[src/hdl/clt_pkg.sv]
// ----------------------------------------------------------------------------
// clt_pkg
// types, token codes and scan modes shared by the tokenizer modules
// ----------------------------------------------------------------------------
package clt_pkg;

    localparam int KW_COUNT    = 19;
    localparam int OFFSET_BITS = 24;

    // token kinds
    localparam logic [6:0] K_END   = 7'd19;
    localparam logic [6:0] K_INT   = 7'd63;
    localparam logic [6:0] K_CHAR  = 7'd64;
    localparam logic [6:0] K_IDENT = 7'd65;
    localparam logic [6:0] K_ERROR = 7'd66;
    localparam logic [6:0] K_DIVEQ = 7'd38;
    localparam logic [6:0] K_DIV   = 7'd39;

    // error codes
    localparam logic [2:0] E_BAD_CHAR   = 3'd0;
    localparam logic [2:0] E_BAD_ESC    = 3'd1;
    localparam logic [2:0] E_EMPTY      = 3'd2;
    localparam logic [2:0] E_UNTERM     = 3'd3;
    localparam logic [2:0] E_OVERFLOW   = 3'd4;

    // scan modes
    localparam logic [3:0] M_IDLE       = 4'd0;
    localparam logic [3:0] M_OPER       = 4'd1;
    localparam logic [3:0] M_SLASH      = 4'd2;
    localparam logic [3:0] M_LINE       = 4'd3;
    localparam logic [3:0] M_BLOCK      = 4'd4;
    localparam logic [3:0] M_BLOCK_STAR = 4'd5;
    localparam logic [3:0] M_ZERO       = 4'd6;
    localparam logic [3:0] M_DEC        = 4'd7;
    localparam logic [3:0] M_HEX        = 4'd8;
    localparam logic [3:0] M_IDENT      = 4'd9;
    localparam logic [3:0] M_CH_OPEN    = 4'd10;
    localparam logic [3:0] M_CH_ESC     = 4'd11;
    localparam logic [3:0] M_CH_CLOSE   = 4'd12;
    localparam logic [3:0] M_HALT       = 4'd13;

    localparam logic [62:0] VALUE_MAX = {63{1'b1}};

    typedef struct packed {
        logic       kind;
        logic [7:0] source_byte;
    } t_in_word;

    typedef struct packed {
        logic [6:0]             token_kind;
        logic [62:0]            token_value;
        logic [15:0]            start_line;
        logic [15:0]            start_column;
        logic [OFFSET_BITS-1:0] start_offset;
        logic [15:0]            lexeme_length;
        logic [2:0]             error_code;
        logic                   last_of_run;
    } t_out_word;

    // operator first byte: kinds alone, doubled, followed by '='
    typedef struct packed {
        logic       is_op;
        logic       has_dbl;
        logic       has_eq;
        logic [6:0] alone;
        logic [6:0] dbl;
        logic [6:0] eq;
    } t_op_info;

    function automatic t_op_info op_kinds(input logic [7:0] c);
        t_op_info r;
        r = '0;
        r.is_op = 1'b1;
        case (c)
            8'h2B: begin r.has_dbl = 1; r.dbl = 7'd30; r.has_eq = 1; r.eq = 7'd31; r.alone = 7'd32; end
            8'h2D: begin r.has_dbl = 1; r.dbl = 7'd33; r.has_eq = 1; r.eq = 7'd34; r.alone = 7'd35; end
            8'h2A: begin r.has_eq = 1; r.eq = 7'd36; r.alone = 7'd37; end
            8'h2F: begin r.has_eq = 1; r.eq = 7'd38; r.alone = 7'd39; end
            8'h25: begin r.has_eq = 1; r.eq = 7'd40; r.alone = 7'd41; end
            8'h26: begin r.has_dbl = 1; r.dbl = 7'd42; r.has_eq = 1; r.eq = 7'd43; r.alone = 7'd44; end
            8'h7C: begin r.has_dbl = 1; r.dbl = 7'd45; r.has_eq = 1; r.eq = 7'd46; r.alone = 7'd47; end
            8'h5E: begin r.has_eq = 1; r.eq = 7'd48; r.alone = 7'd49; end
            8'h21: begin r.has_eq = 1; r.eq = 7'd50; r.alone = 7'd51; end
            8'h3D: begin r.has_eq = 1; r.eq = 7'd52; r.alone = 7'd53; end
            8'h3C: begin r.has_dbl = 1; r.dbl = 7'd54; r.has_eq = 1; r.eq = 7'd55; r.alone = 7'd56; end
            8'h3E: begin r.has_dbl = 1; r.dbl = 7'd57; r.has_eq = 1; r.eq = 7'd58; r.alone = 7'd59; end
            8'h3A: begin r.has_eq = 1; r.eq = 7'd61; r.alone = 7'd62; end
            default: r.is_op = 1'b0;
        endcase
        return r;
    endfunction

    // single-byte operators, bit 7 set when the byte is one
    function automatic logic [7:0] single_op(input logic [7:0] c);
        logic [7:0] r;
        r = 8'h80;
        case (c)
            8'h28: r[6:0] = 7'd20;
            8'h29: r[6:0] = 7'd21;
            8'h7B: r[6:0] = 7'd22;
            8'h7D: r[6:0] = 7'd23;
            8'h3B: r[6:0] = 7'd24;
            8'h2C: r[6:0] = 7'd25;
            8'h23: r[6:0] = 7'd26;
            8'h7E: r[6:0] = 7'd27;
            8'h5B: r[6:0] = 7'd28;
            8'h5D: r[6:0] = 7'd29;
            8'h3F: r[6:0] = 7'd60;
            default: r = 8'h00;
        endcase
        return r;
    endfunction

    // keyword text, left aligned in 8 bytes, first char in the top byte
    function automatic logic [63:0] kw_text(input int i);
        logic [63:0] r;
        case (i)
            0:  r = {"if",       48'h0};
            1:  r = {"else",     32'h0};
            2:  r = {"while",    24'h0};
            3:  r = {"do",       48'h0};
            4:  r = {"for",      40'h0};
            5:  r = {"return",   16'h0};
            6:  r = {"rt",       48'h0};
            7:  r = {"break",    24'h0};
            8:  r = "continue";
            9:  r = {"goto",     32'h0};
            10: r = "function";
            11: r = {"fn",       48'h0};
            12: r = {"void",     32'h0};
            13: r = {"int",      40'h0};
            14: r = {"char",     32'h0};
            15: r = "unsigned";
            16: r = {"signed",   16'h0};
            17: r = {"nop",      40'h0};
            default: r = {"null", 32'h0};
        endcase
        return r;
    endfunction

    function automatic logic [3:0] kw_len(input int i);
        logic [3:0] r;
        case (i)
            0, 3, 6, 11:          r = 4'd2;
            4, 13, 17:            r = 4'd3;
            1, 9, 12, 14, 18:     r = 4'd4;
            2, 7:                 r = 4'd5;
            5, 16:                r = 4'd6;
            default:              r = 4'd8;
        endcase
        return r;
    endfunction

    function automatic logic [15:0] inc16(input logic [15:0] v);
        return (v != 16'hFFFF) ? v + 16'd1 : v;
    endfunction

endpackage

[src/hdl/clt_front.sv]
// ----------------------------------------------------------------------------
// clt_front
// byte classifier: registers the input word with its character class flags
// ----------------------------------------------------------------------------
module clt_front (
    input  logic                i_clk,
    input  logic                i_rst_n,
    input  logic                i_valid,
    output logic                o_ready,
    input  clt_pkg::t_in_word   i_word,
    output logic                o_valid,
    input  logic                i_ready,
    output clt_pkg::t_in_word   o_word,
    output logic [4:0]          o_class
);
    // class bits: whitespace, digit, alpha, hex digit, ident char
    logic [7:0] b;
    logic [4:0] cls;
    logic       r_valid;
    clt_pkg::t_in_word r_word;
    logic [4:0] r_class;

    assign b = i_word.source_byte;
    always_comb begin
        cls[0] = (b == 8'h20) || (b >= 8'd9 && b <= 8'd13);
        cls[1] = (b >= "0" && b <= "9");
        cls[2] = (b >= "a" && b <= "z") || (b >= "A" && b <= "Z");
        cls[3] = cls[1] || (b >= "a" && b <= "f") || (b >= "A" && b <= "F");
        cls[4] = cls[1] || cls[2] || (b == "_");
    end

    assign o_ready = !r_valid || i_ready;
    assign o_valid = r_valid;
    assign o_word  = r_word;
    assign o_class = r_class;

    always_ff @(posedge i_clk) begin
        if (!i_rst_n) begin
            r_valid <= 1'b0;
        end else if (o_ready) begin
            r_valid <= i_valid;
        end
        if (o_ready && i_valid) begin
            r_word  <= i_word;
            r_class <= cls;
        end
    end
endmodule

[src/hdl/clt_back.sv]
// ----------------------------------------------------------------------------
// clt_back
// scanner fsm: one byte per cycle while not stalled, up to two tokens per byte
// ----------------------------------------------------------------------------
module clt_back #(
    parameter int KEYWORD_MAX_LEN = 8
) (
    input  logic                i_clk,
    input  logic                i_rst_n,
    input  logic                i_valid,
    output logic                o_ready,
    input  clt_pkg::t_in_word   i_word,
    input  logic [4:0]          i_class,
    output logic                o_valid,
    input  logic                i_ready,
    output clt_pkg::t_out_word  o_word
);
    localparam int KB = KEYWORD_MAX_LEN * 8;
    localparam int LW = $clog2(KEYWORD_MAX_LEN + 1);

    logic [3:0]                      r_mode, n_mode;
    logic [7:0]                      r_pop, n_pop;
    logic [63:0]                     r_acc, n_acc;
    logic                            r_ovf, n_ovf;
    logic [KB-1:0]                   r_kw, n_kw;
    logic [15:0]                     r_tlen, n_tlen;
    logic [15:0]                     r_tline, n_tline, r_tcol, n_tcol;
    logic [clt_pkg::OFFSET_BITS-1:0] r_toff, n_toff;
    logic [15:0]                     r_line, n_line, r_col, n_col;
    logic [clt_pkg::OFFSET_BITS-1:0] r_off, n_off;
    logic [7:0]                      r_lch, n_lch;

    // output queue of two words
    clt_pkg::t_out_word     r_q0, r_q1;
    logic [1:0]             r_cnt;
    clt_pkg::t_out_word     e0, e1;
    logic                   v0, v1;

    logic [7:0] b;
    logic       take;
    assign b = i_word.source_byte;
    assign o_ready = (r_cnt == 2'd0) || (r_cnt == 2'd1 && i_ready);
    assign take = i_valid && o_ready;

    function automatic clt_pkg::t_out_word mk(
        input logic [6:0] k, input logic [62:0] v, input logic [15:0] ln,
        input logic [15:0] cl, input logic [clt_pkg::OFFSET_BITS-1:0] of,
        input logic [15:0] len, input logic [2:0] er);
        clt_pkg::t_out_word w;
        w.token_kind    = k;
        w.token_value   = v;
        w.start_line    = ln;
        w.start_column  = cl;
        w.start_offset  = of;
        w.lexeme_length = len;
        w.error_code    = er;
        w.last_of_run   = 1'b0;
        return w;
    endfunction

    // keyword lookup over the first KEYWORD_MAX_LEN bytes
    logic [6:0] ident_kind;
    always_comb begin
        logic [63:0] t;
        logic [3:0]  kl;
        ident_kind = clt_pkg::K_IDENT;
        for (int i = clt_pkg::KW_COUNT - 1; i >= 0; i--) begin
            t  = clt_pkg::kw_text(i);
            kl = clt_pkg::kw_len(i);
            if (r_tlen == 16'(kl) && r_kw[KB-1 -: 64] == t) ident_kind = 7'(i);
        end
    end

    // next value acc * base + digit by shifts; overflow when it passes the max
    logic [3:0]  dig;
    logic        is16;
    logic [67:0] prod;
    logic        prod_ovf;
    always_comb begin
        dig  = i_class[1] ? 4'(b - "0") :
               (b >= "a" ? 4'(b - "a" + 8'd10) : 4'(b - "A" + 8'd10));
        is16 = (r_mode == clt_pkg::M_HEX);
        prod = (is16 ? {r_acc, 4'd0}
                     : ({1'b0, r_acc, 3'd0} + {3'd0, r_acc, 1'b0})) + 68'(dig);
        prod_ovf = (prod > {5'd0, clt_pkg::VALUE_MAX});
    end

    always_comb begin
        logic        fresh;
        logic [7:0]  so;
        clt_pkg::t_op_info oi;
        logic        is_end;
        n_mode = r_mode; n_pop = r_pop; n_acc = r_acc; n_ovf = r_ovf; n_kw = r_kw;
        n_tlen = r_tlen; n_tline = r_tline; n_tcol = r_tcol; n_toff = r_toff;
        n_line = r_line; n_col = r_col; n_off = r_off; n_lch = r_lch;
        e0 = '0; e1 = '0; v0 = 1'b0; v1 = 1'b0;
        fresh = 1'b0;
        is_end = i_word.kind;
        oi = clt_pkg::op_kinds(r_pop);
        so = clt_pkg::single_op(b);
        if (is_end) begin
            v0 = 1'b1;
            case (r_mode)
                clt_pkg::M_OPER:
                    e0 = mk(oi.alone, '0, r_tline, r_tcol, r_toff, r_tlen, 3'd0);
                clt_pkg::M_SLASH:
                    e0 = mk(clt_pkg::K_DIV, '0, r_tline, r_tcol, r_toff, r_tlen, 3'd0);
                clt_pkg::M_ZERO:
                    e0 = mk(clt_pkg::K_INT, '0, r_tline, r_tcol, r_toff, r_tlen, 3'd0);
                clt_pkg::M_DEC, clt_pkg::M_HEX:
                    e0 = r_ovf ? mk(clt_pkg::K_ERROR, '0, r_tline, r_tcol, r_toff, '0,
                                    clt_pkg::E_OVERFLOW)
                               : mk(clt_pkg::K_INT, r_acc[62:0], r_tline, r_tcol, r_toff,
                                    r_tlen, 3'd0);
                clt_pkg::M_IDENT:
                    e0 = mk(ident_kind, '0, r_tline, r_tcol, r_toff, r_tlen, 3'd0);
                clt_pkg::M_CH_OPEN, clt_pkg::M_CH_CLOSE:
                    e0 = mk(clt_pkg::K_ERROR, '0, r_tline, r_tcol, r_toff, '0,
                            clt_pkg::E_UNTERM);
                clt_pkg::M_CH_ESC:
                    e0 = mk(clt_pkg::K_ERROR, '0, r_line, r_col, r_off, '0,
                            clt_pkg::E_BAD_ESC);
                default: v0 = 1'b0;
            endcase
            if (v0) begin
                v1 = 1'b1;
                e1 = mk(clt_pkg::K_END, '0, r_line, r_col, r_off, '0, 3'd0);
            end else begin
                v0 = 1'b1;
                e0 = mk(clt_pkg::K_END, '0, r_line, r_col, r_off, '0, 3'd0);
            end
            n_mode = clt_pkg::M_IDLE; n_pop = '0; n_acc = '0; n_ovf = 1'b0; n_kw = '0;
            n_tlen = '0; n_tline = 16'd1; n_tcol = 16'd1; n_toff = '0;
            n_line = 16'd1; n_col = 16'd1; n_off = '0; n_lch = '0;
        end else begin
            case (r_mode)
                clt_pkg::M_IDLE: fresh = 1'b1;
                clt_pkg::M_OPER: begin
                    if (oi.has_dbl && b == r_pop) begin
                        v0 = 1; e0 = mk(oi.dbl, '0, r_tline, r_tcol, r_toff, 16'd2, 3'd0);
                        n_mode = clt_pkg::M_IDLE;
                    end else if (oi.has_eq && b == "=") begin
                        v0 = 1; e0 = mk(oi.eq, '0, r_tline, r_tcol, r_toff, 16'd2, 3'd0);
                        n_mode = clt_pkg::M_IDLE;
                    end else begin
                        v0 = 1; e0 = mk(oi.alone, '0, r_tline, r_tcol, r_toff, r_tlen, 3'd0);
                        fresh = 1'b1;
                    end
                end
                clt_pkg::M_SLASH: begin
                    if (b == "/") n_mode = clt_pkg::M_LINE;
                    else if (b == "*") n_mode = clt_pkg::M_BLOCK;
                    else if (b == "=") begin
                        v0 = 1; e0 = mk(clt_pkg::K_DIVEQ, '0, r_tline, r_tcol, r_toff, 16'd2,
                                        3'd0);
                        n_mode = clt_pkg::M_IDLE;
                    end else begin
                        v0 = 1; e0 = mk(clt_pkg::K_DIV, '0, r_tline, r_tcol, r_toff, r_tlen,
                                        3'd0);
                        fresh = 1'b1;
                    end
                end
                clt_pkg::M_LINE: if (b == 8'h0A) n_mode = clt_pkg::M_IDLE;
                clt_pkg::M_BLOCK: if (b == "*") n_mode = clt_pkg::M_BLOCK_STAR;
                clt_pkg::M_BLOCK_STAR: begin
                    if (b == "/") n_mode = clt_pkg::M_IDLE;
                    else if (b != "*") n_mode = clt_pkg::M_BLOCK;
                end
                clt_pkg::M_ZERO, clt_pkg::M_DEC, clt_pkg::M_HEX: begin
                    if (r_mode == clt_pkg::M_ZERO && (b == "x" || b == "X")) begin
                        n_tlen = 16'd2; n_mode = clt_pkg::M_HEX;
                    end else if ((r_mode != clt_pkg::M_HEX && i_class[1]) ||
                                 (r_mode == clt_pkg::M_HEX && i_class[3])) begin
                        n_mode = is16 ? clt_pkg::M_HEX : clt_pkg::M_DEC;
                        if (!r_ovf) begin
                            if (prod_ovf) n_ovf = 1'b1;
                            else n_acc = prod[63:0];
                        end
                        n_tlen = clt_pkg::inc16(r_tlen);
                    end else if (r_ovf) begin
                        v0 = 1; e0 = mk(clt_pkg::K_ERROR, '0, r_tline, r_tcol, r_toff, '0,
                                        clt_pkg::E_OVERFLOW);
                        n_mode = clt_pkg::M_HALT;
                    end else begin
                        v0 = 1; e0 = mk(clt_pkg::K_INT, r_acc[62:0], r_tline, r_tcol, r_toff,
                                        r_tlen, 3'd0);
                        fresh = 1'b1;
                    end
                end
                clt_pkg::M_IDENT: begin
                    if (i_class[4]) begin
                        if (r_tlen < 16'(KEYWORD_MAX_LEN))
                            n_kw[KB-1 - 8*r_tlen[LW-1:0] -: 8] = b;
                        n_tlen = clt_pkg::inc16(r_tlen);
                    end else begin
                        v0 = 1; e0 = mk(ident_kind, '0, r_tline, r_tcol, r_toff, r_tlen, 3'd0);
                        fresh = 1'b1;
                    end
                end
                clt_pkg::M_CH_OPEN: begin
                    if (b == "\\") begin
                        n_tlen = 16'd2; n_mode = clt_pkg::M_CH_ESC;
                    end else if (b == "'") begin
                        v0 = 1; e0 = mk(clt_pkg::K_ERROR, '0, r_tline, r_tcol, r_toff, '0,
                                        clt_pkg::E_EMPTY);
                        n_mode = clt_pkg::M_HALT;
                    end else begin
                        n_lch = b; n_tlen = 16'd2; n_mode = clt_pkg::M_CH_CLOSE;
                    end
                end
                clt_pkg::M_CH_ESC: begin
                    n_tlen = 16'd3; n_mode = clt_pkg::M_CH_CLOSE;
                    case (b)
                        "n":  n_lch = 8'h0A;
                        "t":  n_lch = 8'h09;
                        "r":  n_lch = 8'h0D;
                        "0":  n_lch = 8'h00;
                        "'":  n_lch = "'";
                        "\\": n_lch = "\\";
                        default: begin
                            v0 = 1; e0 = mk(clt_pkg::K_ERROR, '0, r_line, r_col, r_off, '0,
                                            clt_pkg::E_BAD_ESC);
                            n_mode = clt_pkg::M_HALT; n_tlen = r_tlen;
                        end
                    endcase
                end
                clt_pkg::M_CH_CLOSE: begin
                    v0 = 1;
                    if (b == "'") begin
                        e0 = mk(clt_pkg::K_CHAR, 63'(r_lch), r_tline, r_tcol, r_toff,
                                clt_pkg::inc16(r_tlen), 3'd0);
                        n_mode = clt_pkg::M_IDLE;
                    end else begin
                        e0 = mk(clt_pkg::K_ERROR, '0, r_tline, r_tcol, r_toff, '0,
                                clt_pkg::E_UNTERM);
                        n_mode = clt_pkg::M_HALT;
                    end
                end
                default: ;
            endcase
            // a new token starting on this byte; its result lands in slot 1
            if (fresh) begin
                n_mode = clt_pkg::M_IDLE;
                if (!i_class[0]) begin
                    n_tline = r_line; n_tcol = r_col; n_toff = r_off; n_tlen = 16'd1;
                    if (b == "/") n_mode = clt_pkg::M_SLASH;
                    else if (i_class[1]) begin
                        n_mode = (b == "0") ? clt_pkg::M_ZERO : clt_pkg::M_DEC;
                        n_acc = 64'(b - "0"); n_ovf = 1'b0;
                    end else if (b == "'") n_mode = clt_pkg::M_CH_OPEN;
                    else if (i_class[2] || b == "_") begin
                        n_mode = clt_pkg::M_IDENT;
                        n_kw = '0; n_kw[KB-1 -: 8] = b;
                    end else if (so[7]) begin
                        v1 = 1; e1 = mk(so[6:0], '0, r_line, r_col, r_off, 16'd1, 3'd0);
                    end else if (clt_pkg::op_kinds(b).is_op) begin
                        n_mode = clt_pkg::M_OPER; n_pop = b;
                    end else begin
                        v1 = 1; e1 = mk(clt_pkg::K_ERROR, '0, r_line, r_col, r_off, '0,
                                        clt_pkg::E_BAD_CHAR);
                        n_mode = clt_pkg::M_HALT; n_tlen = r_tlen;
                        n_tline = r_tline; n_tcol = r_tcol; n_toff = r_toff;
                    end
                end
            end
            if (r_off != {clt_pkg::OFFSET_BITS{1'b1}}) n_off = r_off + 1'b1;
            if (b == 8'h0A) begin
                n_line = clt_pkg::inc16(r_line); n_col = 16'd1;
            end else begin
                n_col = clt_pkg::inc16(r_col);
            end
        end
        // compact to slot 0 first and flag the last one
        if (!v0 && v1) begin
            e0 = e1; v0 = 1'b1; v1 = 1'b0;
        end
        if (v1) e1.last_of_run = 1'b1;
        else    e0.last_of_run = 1'b1;
    end

    assign o_valid = (r_cnt != 2'd0);
    assign o_word  = r_q0;

    always_ff @(posedge i_clk) begin
        logic [1:0] c;
        clt_pkg::t_out_word q0, q1;
        c  = r_cnt;
        q0 = r_q0;
        q1 = r_q1;
        if (!i_rst_n) begin
            r_mode <= clt_pkg::M_IDLE; r_pop <= '0; r_acc <= '0; r_ovf <= 1'b0;
            r_kw <= '0; r_tlen <= '0; r_tline <= 16'd1; r_tcol <= 16'd1; r_toff <= '0;
            r_line <= 16'd1; r_col <= 16'd1; r_off <= '0; r_lch <= '0;
            r_cnt <= 2'd0;
        end else begin
            if (o_valid && i_ready) begin
                q0 = q1;
                c = c - 2'd1;
            end
            if (take) begin
                r_mode <= n_mode; r_pop <= n_pop; r_acc <= n_acc; r_ovf <= n_ovf;
                r_kw <= n_kw; r_tlen <= n_tlen; r_tline <= n_tline; r_tcol <= n_tcol;
                r_toff <= n_toff; r_line <= n_line; r_col <= n_col; r_off <= n_off;
                r_lch <= n_lch;
                if (v0) begin
                    if (c == 2'd0) begin
                        q0 = e0;
                        if (v1) q1 = e1;
                    end else begin
                        q1 = e0;
                    end
                    c = c + (v1 ? 2'd2 : 2'd1);
                end
            end
            r_q0  <= q0;
            r_q1  <= q1;
            r_cnt <= c;
        end
    end
endmodule

[src/hdl/c_like_source_tokenizer.sv]
// ----------------------------------------------------------------------------
// c_like_source_tokenizer
// streaming lexer for a small c-like language, one source byte per word
// ----------------------------------------------------------------------------
//  channel | direction | payload                | handshake
//  input   | in        | kind, source_byte      | i_in_valid / o_in_ready
//  output  | out       | token word             | o_out_valid / i_out_ready
//
// one byte per cycle sustained while each byte yields at most one token and the
// output is ready; a byte enters the classifier register, then the scanner,
// which emits zero to two tokens into a two-word output queue from which each
// token is offered in turn. the scanner stalls while that queue cannot take a full
// pair, so a byte with two tokens fills it and holds the scanner until a word
// leaves. reset returns the scanner to the start of a new source.
module c_like_source_tokenizer #(
    parameter int KEYWORD_MAX_LEN = 8
) (
    input  logic                i_clk,
    input  logic                i_rst_n,
    input  logic                i_in_valid,
    output logic                o_in_ready,
    input  clt_pkg::t_in_word   i_in_word,
    output logic                o_out_valid,
    input  logic                i_out_ready,
    output clt_pkg::t_out_word  o_out_word
);
    // front to back link
    logic              f_valid, b_ready;
    clt_pkg::t_in_word f_word;
    logic [4:0]        f_class;

    // classify the byte
    clt_front u_front (
        .i_clk   (i_clk),
        .i_rst_n (i_rst_n),
        .i_valid (i_in_valid),
        .o_ready (o_in_ready),
        .i_word  (i_in_word),
        .o_valid (f_valid),
        .i_ready (b_ready),
        .o_word  (f_word),
        .o_class (f_class)
    );

    // scan and emit tokens
    clt_back #(
        .KEYWORD_MAX_LEN (KEYWORD_MAX_LEN)
    ) u_back (
        .i_clk   (i_clk),
        .i_rst_n (i_rst_n),
        .i_valid (f_valid),
        .o_ready (b_ready),
        .i_word  (f_word),
        .i_class (f_class),
        .o_valid (o_out_valid),
        .i_ready (i_out_ready),
        .o_word  (o_out_word)
    );

    // an error word never reports a length
    assert property (@(posedge i_clk) disable iff (!i_rst_n)
        (o_out_valid && o_out_word.token_kind == clt_pkg::K_ERROR)
            |-> o_out_word.lexeme_length == 16'd0)
        else $error("error word with length");

    // an end word closes its run
    assert property (@(posedge i_clk) disable iff (!i_rst_n)
        (o_out_valid && o_out_word.token_kind == clt_pkg::K_END)
            |-> o_out_word.last_of_run)
        else $error("end word not last of run");

    // non-error words carry no error code
    assert property (@(posedge i_clk) disable iff (!i_rst_n)
        (o_out_valid && o_out_word.token_kind != clt_pkg::K_ERROR)
            |-> o_out_word.error_code == 3'd0)
        else $error("stray error code");
endmodule
[config.mk]
export PLATFORM = sky130hd
export DESIGN_NAME = c_like_source_tokenizer
export DESIGN_NICKNAME = d
export VERILOG_FILES = /design/src/hdl/clt_pkg.sv /design/src/hdl/clt_front.sv /design/src/hdl/clt_back.sv /design/src/hdl/c_like_source_tokenizer.sv
export SDC_FILE = /design/constraint.sdc
export NUM_CORES = 2
export LEC_CHECK = 0
export BUFFER_PORTS_ARGS = -buffer_cell sky130_fd_sc_hd__buf_2
export CAP_MARGIN = 30
export CORE_MARGIN = 2
export CORE_UTILIZATION = 45
export DETAILED_ROUTE_END_ITERATION = 6
export PLACE_DENSITY = 0.7
export REMOVE_ABC_BUFFERS = 1
export SYNTH_ARGS = -nofsm -noshare
export SYNTH_HDL_FRONTEND = slang
export SYNTH_SLANG_ARGS = --single-unit
[constraint.sdc]
create_clock -name i_clk -period 43.7 [get_ports i_clk]
set_input_delay 6.555 -clock i_clk [delete_from_list [all_inputs] [get_ports i_clk]]
set_output_delay 6.555 -clock i_clk [all_outputs]
set_load 0.02 [all_outputs]
=== Word level (Yosys, flattened, before mapping) ===
Cells that the tools add are included.

* Add/sub/neg operators: 16
* $lt $le $gt $ge: 13
* Eq/ne operators: 111
* Shifts and indexed selects: 2
* Multiplexer cells: 236
* Reduce and logical (&&, ||, !) cells: 79

{| class="wikitable"
|+ Operator list
! operator !! number
|-
| two-way mux 146 bit || 29
|-
| case mux 146 bit (7 select lines) || 2
|-
| two-way mux 64 bit || 20
|-
| equality test 64 x 63 -> 1 bit, second input constant || 19
|-
| two-way mux 16 bit || 40
|-
| two-way mux 24 bit || 11
|-
| equality test 8 x 6 -> 1 bit, second input constant || 31
|-
| two-way mux 144 bit || 1
|-
| two-way mux 141 bit || 1
|-
| two-way mux 140 bit || 1
|-
| equality test 8 x 7 -> 1 bit, second input constant || 17
|-
| two-way mux 7 bit || 19
|-
| two-way mux 4 bit || 26
|-
| case mux 8 bit (13 select lines) || 1
|-
| two-way mux 8 bit || 12
|-
| case mux 6 bit (13 select lines) || 1
|-
| variable shift 8 x 34 -> 71 bit, first input constant || 1
|-
| indexed part select 8 x 34 -> 71 bit || 1
|-
| adder 67 x 65 -> 68 bit || 1
|-
| adder 68 x 4 -> 68 bit || 1
|-
| > comparator 68 x 63 -> 1 bit, second input constant || 1
|-
| two-way mux 68 bit || 1
|-
| case mux 6 bit (11 select lines) || 1
|-
| bitwise mux 64 bit || 1
|-
| other kinds (68) || 218
|}

* Register bits: 586
* Bits of input ports: 13
* Output and inout port bits: 148
* Word-level logic and storage cells: 491

=== Longest topological paths before layout ===
* Word-level depth: 29
* Depth in mapped cells: 29
* Mapped depth without buffers: 18

=== Modules after synthesis ===
A second synthesis with hierarchy kept.

* Cell total of the unflattened synthesis: 4,557
* Area total of the unflattened synthesis: 37,344.6 um^2

{| class="wikitable"
|+ Modules (own cells, without submodules)
! module !! instances !! cells each !! area an instance (um^2) !! sequential area each (um^2)
|-
| clt_back || 1 || 4,514 || 36,725.2 || 14,353.8
|-
| clt_front || 1 || 43 || 619.3 || 440.4
|}

=== Worst setup path after synthesis ===
No wires, ideal clock.

* Path kind: input to register
* Start point: input port i_out_ready
* End point: register u_back.r_q1[0] in the netlist's numbering, enable pin
* Data arrival time: 18.179 ns
* Data required time: 42.833 ns
* Setup slack: 24.655 ns
* Stages on the path: 7
* Path buffers: 3
* Path through: nor2b_1 > clkbuf_1 > o21ai_0 > nor2b_1 > clkbuf_1 > clkbuf_1 > a211oi_1

* Word-level cells in the longest chain between the ends: 6
* Elaborated cells between the ends (all ways): 9
* Those cells by class: 1 x eq/ne; 2 x mux; 6 x reduce/logical

{| class="wikitable"
|+ Ends and longest elaborated chain
! element !! line !! source
|-
| start: declaration || c_like_source_tokenizer.sv:24 || <nowiki>input logic i_out_ready,</nowiki>
|-
| logical AND 1 bit || clt_back.sv:296 || <nowiki>if (o_valid && i_ready) begin</nowiki>
|-
| two-way mux 2 bit || clt_back.sv:296 ||
|-
| two-way mux 2 bit || clt_back.sv:290 || <nowiki>if (!i_rst_n) begin</nowiki>
|-
| zero test 2 bit || clt_back.sv:306 || <nowiki>if (c == 2'd0) begin</nowiki>
|-
| inequality test 2 x 1 -> 1 bit (no line) || -- ||
|-
| AND reduction 4 bit (no line) * || -- ||
|-
| end signal: assignment || clt_back.sv:316 || <nowiki>r_q1 <= q1;</nowiki>
|-
| end: declaration || clt_back.sv:34 || <nowiki>clt_pkg::t_out_word r_q0, r_q1;</nowiki>
|}

Every way passes the cells marked *; elsewhere a longest branch is shown, timed or not. The select of a mux whose other input is x is not followed.
A chain may end at the register's enable or synchronous reset.

=== Final worst setup path ===
* Start point: input port i_out_ready
* End point: output port o_in_ready

* Word-level cells in the longest chain between the ends: 3

{| class="wikitable"
|+ Ends and longest elaborated chain
! element !! line !! source
|-
| logical AND 1 bit || clt_back.sv:42 || <nowiki>assign o_ready = (r_cnt == 2'd0) || (r_cnt == 2'd1 && i_ready);</nowiki>
|-
| logical OR 1 bit || clt_back.sv:42 ||
|-
| logical OR 1 bit || clt_front.sv:32 || <nowiki>assign o_ready = !r_valid || i_ready;</nowiki>
|-
| end: declaration || c_like_source_tokenizer.sv:21 || <nowiki>output logic o_in_ready,</nowiki>
|}

Every way passes these cells.

==> run_results.csv <==
group,metric,value,unit
run_status,outcome,"complete, no violations",
floorplan,rows,105,
route,via_per_inst,6.40,
global_routing,grt_pass1_wl,189000,um
final_layout,synthToLayoutAreaGrowth,10.1,%
cts,post-cts-setup-buffers,0,
floorplan,die_w,292,um
placed_design,pre_cts_ws,29950,ps
cts,clock-sinks,586,
cts,clk_pin_slew,60,ps
placed_design,hpwl,82700,um
synth,netlist_area,37300,um2
critical_path,cp.arrival,7200,ps
floorplan,core_region_area,82100,um2
synth,synth_seq_cells,586,
power,switching_share,0.376,
final_layout,final_nets,4413,
critical_path,timing.rr.end,"u_back.o_word[1]",
critical_path,end_kind,"primary output",
timing,holdWs,492,ps
power,powerDensity,48.0,nW/um2
global_routing,grt_max_degree,85,
critical_path,crit_buf_inv,2,
synth,synth-compound-area-share,0.226,
synth,synth_top_family_by_area,"compound AO/OA/AOI/OAI gates",
power,p_int,1230,uW
global_routing,grt_pass1_vias,32493,
timing,fmax,72.7,MHz
power,p_sw,742,uW
timing,slew_headroom,0.298,
timing,setup_ws,29950,ps
power,ir_worst_vdd,0.0574,mV
timing,finalHoldViolCount,0,
placed_design,port_buffers,160,
synth,async_flop_share,0,
critical_path,worstRegToRegCells,15,
synth,synthSimpleGateAreaFrac,0.219,
cts,cts_hold_buf,0,
timing,fin_crit_sh,0.315,
timing,rsz0062_at_grt,"no",
critical_path,cp_slowest_cell,"a21oi_1",
job,maxCapViolCount,0,
critical_path,rrSetupSlack,35970,ps
critical_path,r2r_start,"u_back.r_mode[1]",
synth,synth_cell_type_count,104,
cts,cts-root-buf,"clkbuf_16",
synth,avgSynthCellArea,8.58,um2
global_routing,overflow,0,
synth,synth_xor_area_frac,0.0338,
cts,ctsResizeCount,0,
final_layout,n_antenna_cell,0,
route,drc_errors,0,
timing,tns,0,ps
critical_path,cp.depth,4,
route,wl,121000,um
route,initialDrtViolationCount,3933,
critical_path,endpoint,"o_in_ready",
cts,htreeDepth,3,
critical_path,cp_top_family,"buffers and inverters",
synth,synth-warning-count,0,
route,vias,34808,
placed_design,place_congestion,1.01,
final_layout,drive_gt1_frac,0.0994,
synth,muxShareOfSynthArea,0.0544,
power,pwr-share-seq,0.377,
timing,tightestPinTransition,1050,ps
critical_path,critPathMaxFanout,4,
critical_path,crit_top_cell,"buf_2",
timing,setup_viol,0,
synth,yosysSeqAreaShare,0.396,
timing,fin_crit,13750,ps
cts,cts_made_buffers,67,
floorplan,initial_core_util,0.455,
power,leakagePower,0.0146,uW
cts,clkLatencyLatePin,650,ps
critical_path,criticalPathCategory,"in -> out",
critical_path,crit_start,"i_out_ready",
power,combPwrFrac,0.327,
synth,synthFlopType,"edfxtp_1",
synth,synth-edff-count,306,
critical_path,cp.required,37150,ps
critical_path,path_cells,"buf_2 > a21oi_1 > nand2_1 > buf_2",
route,wl_per_cell,22.3,um
timing,slew_viol_final,0,
global_routing,grt_usage,0.275,
cts,tritoncts,"done",
critical_path,cp_slowest_stage_delay,270,ps
synth,yosys.area.top_type,"edfxtp_1",
floorplan,io_pins,161,
floorplan,die_h,292,um
hold_path,hp-class,"reg -> reg",
route,drt-pass1-iter-count,6,
synth,netlist_instances,4354,
final_layout,fin_util,0.501,
synth,synth_area_leaders,"edfxtp_1, dfxtp_1, a21oi_1, nor2_1, mux2i_1",
route,drtAntennaViolNets,0,
timing,finClkSkew,29.0,ps
cts,cts_max_path_buffers,3,
power,design_power_total,1970,uW
synth,synthAdderAreaFrac,0.0289,
global_routing,antenna_found_initial,0,
synth,synth_top_cell_area_share,0.246,
critical_path,critPathLaunchType,"input pin",
floorplan,dieArea,85300,um2
power,p_clk_frac,0.296,
[worst reg2reg max path, cell delays in order (launching register included)]
cell and delay (ps):
dfxtp_1 840, or4b_2 880, buf_4 590, o22ai_1 170, and2_1 260, nand2_1 160, o21ai_1 130, nor2_1 270
a21boi_1 390, nand4bb_1 450, nor2_1 250, o21ai_1 550, or2_4 820, buf_4 770, buf_4 730, o21ai_0 190
[power groups by stage]
stage          Combinational [uW]  Clock, uW  Sequential, uW
6_report                      646        584             744
5_1_grt                       699        613             751
4_1_cts                       643        592             744
3_5_place_dp                  640          0             754
3_3_place_gp                  624          0             754
2_1_floorplan                 389          0             810
[stage by stage]
stage	cell area, um2	std cells
CTS	41100	5438
global route	41100	5438
global placement	38700	5308
detailed placement	38800	5316
finish	41100	5438
floorplan	36000	4019
[state kept, by name (all words and copies together), names as in the netlist]
signal and cells:
u_front.o_class 5, u_back.r_tlen 16, u_front.o_word 9, u_back.r_tcol 16
u_back.r_q1 146, u_back.r_off 24, u_back.r_pop 8, u_back.r_toff 24
u_back.o_word 146, u_back.r_kw 64, u_back.r_acc 64, u_back.r_lch 8
u_back.r_mode 4, u_back.r_line 16, u_front.o_valid 1, u_back.r_col 16
u_back.r_ovf 1, u_back.r_tline 16, u_back.r_cnt 2
[cells by family (layout without fill, tap and decap cells)]
group | after synthesis | in the layout
muxes | 199 | 199
buffers and inverters | 388 | 402
xor gates and xnor gates | 144 | 144
adders and majority gates | 85 | 85
and+or+nand+nor | 1632 | 1632
DFF | 586 | 586
AOI/OAI and AO/OA | 1320 | 1320
[cell usage after synthesis, types with 83 or more instances]
master and n:
ha_1 83, o21ai_0 206, nand2_1 372, a21oi_1 509, edfxtp_1 306, nor2_1 460
mux2i_1 167, nor3_1 119, dfxtp_1 280, and3_1 117, nand3_1 111, clkbuf_1 272
[routing by layer]
metal / wire, um / track usage / vias to the layer above
li1: - / - / 16278
met1: 52800 / 0.386 / 16721
met2: 54800 / 0.433 / 1560
met3: 9720 / 0.0397 / 249
met4: 4050 / 0.0962 / 0
met5: 0 / 0 / -
[cell type report]
class                      instances  area (um2)
clock buffer                      92        1850
clock inverter                    30         439
fill                            7766       41000
inverter                          53         204
multi-input combinational       3380       21100
sequential                       586       14800
tap                             1070        1340
timing repair buffer             227        1380
[placed cells by master (no fill, tap or decap), drive strengths merged, types with 111 or more instances in the layout]
cell,netlist,layout
mux2i,167,167
nor3,122,122
a21oi,510,510
o21ai,219,219
nand2,372,372
buf,56,226
nor2,460,460
nand3,111,111
edfxtp,306,306
dfxtp,280,280
and3,118,118
[worst min path at each step]
stage | from | to | slack (ps) | cells after the start
finish | u_back.r_lch[7] | u_back.r_lch[7] | 490 | 2
global route | u_back.r_lch[7] | u_back.r_lch[7] | 520 | 2
CTS | u_back.r_lch[7] | u_back.r_lch[7] | 480 | 2
detailed placement | u_back.r_lch[7] | u_back.r_lch[7] | 470 | 2
global placement | u_back.r_lch[7] | u_back.r_lch[7] | 470 | 2
floorplan | u_back.r_lch[7] | u_back.r_lch[7] | 450 | 2
Power figures use the tool's default switching activity.
